<file path="src/ght_pkg.sv">
// Generational handle table: shared types, action codes and constants.
// Used by ght_ctrl, ght_dp and generational_handle_table_unit.
package ght_pkg;

  localparam int DEF_TABLE_DEPTH = 1024;
  localparam int IDX_W_IO        = 10;
  localparam int GEN_W           = 7;
  localparam int VAL_W           = 32;
  localparam int TAG_W           = GEN_W + 1;

  localparam logic [1:0] ACT_ALLOC  = 2'd0;
  localparam logic [1:0] ACT_FREE   = 2'd1;
  localparam logic [1:0] ACT_MODIFY = 2'd2;
  localparam logic [1:0] ACT_LOOKUP = 2'd3;

  localparam logic [VAL_W-1:0] FREE_VALUE = '1;
  localparam logic [GEN_W-1:0] GEN_RESET  = '1;

  typedef struct packed {
    logic [1:0]          action;
    logic [IDX_W_IO-1:0] slot_index;
    logic [GEN_W-1:0]    handle_generation;
    logic [VAL_W-1:0]    slot_value;
    logic                staged_flag;
  } in_t;

  typedef struct packed {
    logic                ok;
    logic [IDX_W_IO-1:0] out_index;
    logic [GEN_W-1:0]    out_generation;
    logic [VAL_W-1:0]    out_value;
    logic                out_staged;
  } out_t;

  // one table slot: tag (staged bit over generation) and value
  typedef struct packed {
    logic             staged;
    logic [GEN_W-1:0] gen;
    logic [VAL_W-1:0] value;
  } entry_t;

  // controller -> datapath
  typedef struct packed {
    logic clr_wr;   // write reset entry at clear address
    logic accept;   // latch request, issue first read
    logic probe;    // allocate: advance to next slot, issue read
    logic finish;   // commit writes, load output register
  } cmd_t;

  // datapath -> controller
  typedef struct packed {
    logic clr_last;
    logic done;
    logic out_free;
  } sts_t;

endpackage

</file>
<file path="src/ght_ctrl.sv">
// Generational handle table: controller state machine.
// Depends on ght_pkg (cmd_t, sts_t).
module ght_ctrl (
  input  logic          clk,
  input  logic          rst_n,
  input  logic          in_valid,
  output logic          in_ready,
  input  ght_pkg::sts_t sts,
  output ght_pkg::cmd_t cmd
);

  localparam logic [1:0] ST_CLEAR = 2'd0;
  localparam logic [1:0] ST_IDLE  = 2'd1;
  localparam logic [1:0] ST_EXEC  = 2'd2;

  logic [1:0] state_r, state_nxt;

  always_ff @(posedge clk) begin
    if (!rst_n) begin
      state_r <= ST_CLEAR;
    end else begin
      state_r <= state_nxt;
    end
  end

  always_comb begin
    state_nxt = state_r;
    cmd       = '0;
    in_ready  = 1'b0;
    case (state_r)
      ST_CLEAR: begin
        cmd.clr_wr = 1'b1;
        if (sts.clr_last) begin
          state_nxt = ST_IDLE;
        end
      end
      ST_IDLE: begin
        in_ready = 1'b1;
        if (in_valid) begin
          cmd.accept = 1'b1;
          state_nxt  = ST_EXEC;
        end
      end
      ST_EXEC: begin
        if (!sts.done) begin
          cmd.probe = 1'b1;
        end else if (sts.out_free) begin
          cmd.finish = 1'b1;
          state_nxt  = ST_IDLE;
        end
      end
      default: begin
        state_nxt = ST_CLEAR;
      end
    endcase
  end

endmodule

</file>
<file path="config.mk">
export PLATFORM = sky130hd
export DESIGN_NAME = ght_ctrl
export DESIGN_NICKNAME = d
export VERILOG_FILES = /design/src/ght_pkg.sv /design/src/ght_ctrl.sv
export SDC_FILE = /design/constraint.sdc
export NUM_CORES = 1
export LEC_CHECK = 0
export BUFFER_PORTS_ARGS = -buffer_cell sky130_fd_sc_hd__buf_4
export CAP_MARGIN = 5
export CORE_AREA = 2 2 39 41
export DETAILED_ROUTE_END_ITERATION = 12
export DIE_AREA = 0 0 41 43
export SLEW_MARGIN = 0
export SYNTH_ARGS = -nofsm -noshare
export SYNTH_HDL_FRONTEND = slang
export SYNTH_SLANG_ARGS = --single-unit
</file>
<file path="constraint.sdc">
create_clock -name clk -period 1.45 [get_ports clk]
set_clock_uncertainty 0.15 [all_clocks]
set_input_delay 0.145 -clock clk [delete_from_list [all_inputs] [get_ports clk]]
set_output_delay 0.145 -clock clk [all_outputs]
set_load 0.005 [all_outputs]
</file>
==> impl_results.html <==
<table>
<tr><th>Metric</th><th>Value</th></tr>
<tr><th colspan="2">Run status</th></tr>
<tr><td>Status</td><td>finished clean</td></tr>
<tr><th colspan="2">Drt</th></tr>
<tr><td>Overall routed net length</td><td>345 um</td></tr>
<tr><td>Number of vias in the routed layout</td><td>161</td></tr>
<tr><td>Number of optimization iterations in the first detailed-route pass</td><td>2</td></tr>
<tr><td>Final routed wire length divided by cell count</td><td>7.67 um</td></tr>
<tr><td>Average via count per standard cell</td><td>3.58</td></tr>
<tr><td>DRT antenna net count</td><td>0</td></tr>
<tr><td>Post-route DRC</td><td>0</td></tr>
<tr><td>Iteration-0 DRC count of the detailed router</td><td>3</td></tr>
<tr><th colspan="2">Placed design</th></tr>
<tr><td>Weighted congestion at the end of routability-driven global placement</td><td>0.451</td></tr>
<tr><td>Final HPWL from detailed placement</td><td>263 um</td></tr>
<tr><td>IO Port Bufs</td><td>10</td></tr>
<tr><th colspan="2">Critical path</th></tr>
<tr><td>Crit path kind</td><td>reg -&gt; out</td></tr>
<tr><td>Req. time, crit path</td><td>roughly 1200 ps</td></tr>
<tr><td>Arrival time of the worst setup path</td><td>1010 ps</td></tr>
<tr><td>Largest fanout on the critical path</td><td>6</td></tr>
<tr><td>Crit path capture type</td><td>primary output</td></tr>
<tr><td>Startpoint type of the worst setup path</td><td>flop</td></tr>
<tr><th colspan="2">Clock tree</th></tr>
<tr><td>CTS Hold Bufs</td><td>1</td></tr>
<tr><td>Number of post-CTS setup repair buffers</td><td>0</td></tr>
<tr><td>Clock Latency Late Sink</td><td>around 230 ps</td></tr>
<tr><td>Clock tree sinks</td><td>2</td></tr>
<tr><td>Number of buffers inserted during clock tree synthesis</td><td>3</td></tr>
<tr><td>CTS tree</td><td>done</td></tr>
<tr><td>Clock input transition at the sequential cells of the worst setup and hold paths</td><td>30 ps</td></tr>
<tr><td>Quantity of gates resized following cts</td><td>0</td></tr>
<tr><td>Root buffer cell</td><td>clkbuf_4</td></tr>
<tr><td>Deepest clock path buffer count</td><td>2</td></tr>
<tr><td>H-Tree Level Count</td><td>1</td></tr>
<tr><th colspan="2">Power and ir drop</th></tr>
<tr><td>Leakage dissipation</td><td>0.000110 uW</td></tr>
<tr><td>Design internal power</td><td>181 uW</td></tr>
<tr><td>Fraction of power consumed by sequential logic</td><td>27.1%</td></tr>
<tr><td>Sw power</td><td>55.0 uW</td></tr>
<tr><td>Combinational Power Share</td><td>19.6%</td></tr>
<tr><td>Worst VDD drop</td><td>0.159 mV</td></tr>
<tr><td>Pwr Density</td><td>approximately 950 nW/um^2</td></tr>
<tr><td>Switching part of the total</td><td>23.3%</td></tr>
<tr><td>Clock network power share</td><td>53.3%</td></tr>
<tr><th colspan="2">Synth</th></tr>
<tr><td>Synth Area in Adders</td><td>0%</td></tr>
<tr><td>Number of different library cells in the post-synthesis netlist</td><td>12</td></tr>
<tr><td>Warnings, synthesis</td><td>0</td></tr>
<tr><td>Mux contribution to synthesized area</td><td>0%</td></tr>
<tr><td>Count of mapped cells out of synthesis</td><td>15</td></tr>
<tr><td>Post-Syn Area per Cell</td><td>8.01 sq um</td></tr>
<tr><td>Area of the mapped netlist</td><td>roughly 120 sq um</td></tr>
<tr><td>Post-Syn Nets</td><td>21</td></tr>
<tr><td>Flip-flop and latch count after synthesis</td><td>2</td></tr>
<tr><td>Fraction of the mapped netlist area in compound gates</td><td>17.7%</td></tr>
<tr><td>Xor/xnor cell area share of the yosys netlist</td><td>0%</td></tr>
<tr><td>Largest family of logic cells by synthesized area</td><td>simple AND/OR/NAND/NOR gates</td></tr>
<tr><td>Area fraction in and, or, nand and nor cells after synthesis</td><td>45.8%</td></tr>
<tr><td>Seq/Total Area, Yosys</td><td>between 30% and 40%</td></tr>
<tr><th colspan="2">Run</th></tr>
<tr><td>MaxCap Viol Count</td><td>0</td></tr>
<tr><th colspan="2">Finish</th></tr>
<tr><td>Syn-to-layout area delta</td><td>106%</td></tr>
<tr><td>Largest registers</td><td>state_r x2</td></tr>
<tr><td>Final core utilization</td><td>17.9%</td></tr>
<tr><td>Fillers</td><td>about 150</td></tr>
<tr><td>Antenna diodes</td><td>0</td></tr>
<tr><td>Most flops, register</td><td>state_r</td></tr>
<tr><td>Number of flip-flops in the largest register</td><td>2</td></tr>
<tr><td>Area taken by flip-flops and latches</td><td>roughly 40 sq um</td></tr>
<tr><td>Ratio of cells with drive above 1 in the final layout</td><td>55.2%</td></tr>
<tr><td>Post-layout net count</td><td>37</td></tr>
<tr><td>Area of the multi-input gates</td><td>~76 sq um</td></tr>
<tr><th colspan="2">Timing</th></tr>
<tr><td>Setup violations, final</td><td>0</td></tr>
<tr><td>Transition time of the tightest slew-check pin</td><td>231 ps</td></tr>
<tr><td>Setup repair after global routing missed its margin</td><td>no</td></tr>
<tr><td>Final Hold Fails</td><td>0</td></tr>
<tr><td>Final clock period utilization by the worst path</td><td>between 90% and 100%</td></tr>
<tr><td>Slew headroom</td><td>84.6%</td></tr>
<tr><td>Final period demand of the worst path</td><td>1310 ps</td></tr>
<tr><td>Setup TNS</td><td>0 ps</td></tr>
<tr><td>Timing-limited maximum frequency</td><td>764 MHz</td></tr>
<tr><td>Count of final max-slew check failures</td><td>0</td></tr>
<tr><th colspan="2">Floorplanning</th></tr>
<tr><td>Placeable core region</td><td>1380 sq um</td></tr>
<tr><td>Initial core utilization</td><td>8.68%</td></tr>
<tr><td>Boundary pin count</td><td>11</td></tr>
<tr><td>Overall die area</td><td>1760 sq um</td></tr>
<tr><td>Die Span X</td><td>41 um</td></tr>
<tr><td>Std-Cell Rows</td><td>14</td></tr>
<tr><td>Die H</td><td>43 um</td></tr>
<tr><th colspan="2">GRT</th></tr>
<tr><td>Total track usage</td><td>5.71%</td></tr>
<tr><td>Maximum number of pins on one net before global-route repair</td><td>7</td></tr>
<tr><td>Number of antenna violations at the first check in global routing</td><td>0</td></tr>
<tr><td>Global-route wire length before repair</td><td>531 um</td></tr>
<tr><td>Via count of the first global-routing pass</td><td>approximately 150</td></tr>
<tr><td>Overflow after GRT</td><td>0</td></tr>
<tr><th colspan="2">Worst hold path</th></tr>
<tr><td>Class of the worst hold path</td><td>in -&gt; reg</td></tr>
</table>
per-stage QoR:
stage	area [sq um]	hold WS, ps	worst slack [ps]	cells	power [uW]
floorplan	120	113	405	15	82.8
global placement	215	219	379	41	110
detailed placement	215	219	378	41	110
CTS	248	110	129	45	248
global route	248	133	59.2	45	257
finish	248	116	141	45	236
worst max-delay path, stage by stage (launching register included):
cell      delay, ps
dfxtp_1         430
nand2b_2        110
nor2_2          130
buf_4           120
power groups by stage:
| stage | Sequential [uW] | Clock, uW | Combinational [uW] |
|---|---|---|---|
| CTS | 64.0 | 136 | 47.3 |
| detailed placement | 64.7 | 0 | 45.0 |
| finish | 64.0 | 126 | 46.3 |
| global route | 65.1 | 140 | 52.2 |
| floorplan | 64.0 | 0 | 18.8 |
| global placement | 64.6 | 0 | 45.0 |
cell families (layout without fill, tap and decap cells):
logic type / after synthesis / in the layout
simple gates: 9 / 9
compound gates: 3 / 3
flops: 2 / 2
buf+inv: 1 / 15
path summary, 6_finish.rpt:
| kind | start | to | slack, ps | cells after the start |
|---|---|---|---|---|
| min | sts[0] | state_r[1]$_SDFFE_PN0P_ | 120 | 3 |
| max reg2reg | state_r[1]$_SDFFE_PN0P_ | state_r[0]$_SDFFE_PN0P_ | 380 | 2 |
| min reg2reg | state_r[0]$_SDFFE_PN0P_ | state_r[0]$_SDFFE_PN0P_ | 530 | 2 |
| max | state_r[1]$_SDFFE_PN0P_ | cmd[0] | 140 | 3 |
area by class of cell:
cell class                 instances  area share, %
clock buffer                       3           9.09
inverter                           1           1.52
multi-input combinational         12           30.8
sequential                         2           16.2
tap                               16           8.08
timing repair buffer              11           34.3
cells in the mapped netlist:
cell      instances  area (sq um)
nor3b_1           1          7.51
nand2b_2          1          8.76
inv_1             1          3.75
nand2_1           1          3.75
nor3_1            1          5.00
a21oi_1           1          5.00
dfxtp_1           2          40.0
o21a_1            1          7.51
nor2_1            3          11.3
nor3b_2           1          12.5
nor2_2            1          6.26
o31a_1            1          8.76
cells in the final DEF (no fill, tap or decap):
| cell | instances |
|---|---|
| o21a_1 | 1 |
| nor3_1 | 1 |
| nor2_1 | 3 |
| o31a_1 | 1 |
| nor2_2 | 1 |
| a21oi_1 | 1 |
| nor3b_1 | 1 |
| dfxtp_1 | 2 |
| nor3b_2 | 1 |
| buf_4 | 10 |
| clkbuf_4 | 3 |
| inv_1 | 1 |
| dlygate4sd3_1 | 1 |
| nand2_1 | 1 |
| nand2b_2 | 1 |
per-layer routing:
metal	share of wire [%]	routed length [um]	global-route usage, %
met5	0	0	0
met3	16	55	7.85
met4	5.5	19	6.00
met2	42	145	7.50
met1	36	125	2.87
No activity file was read; power rests on OpenSTA's default activity.
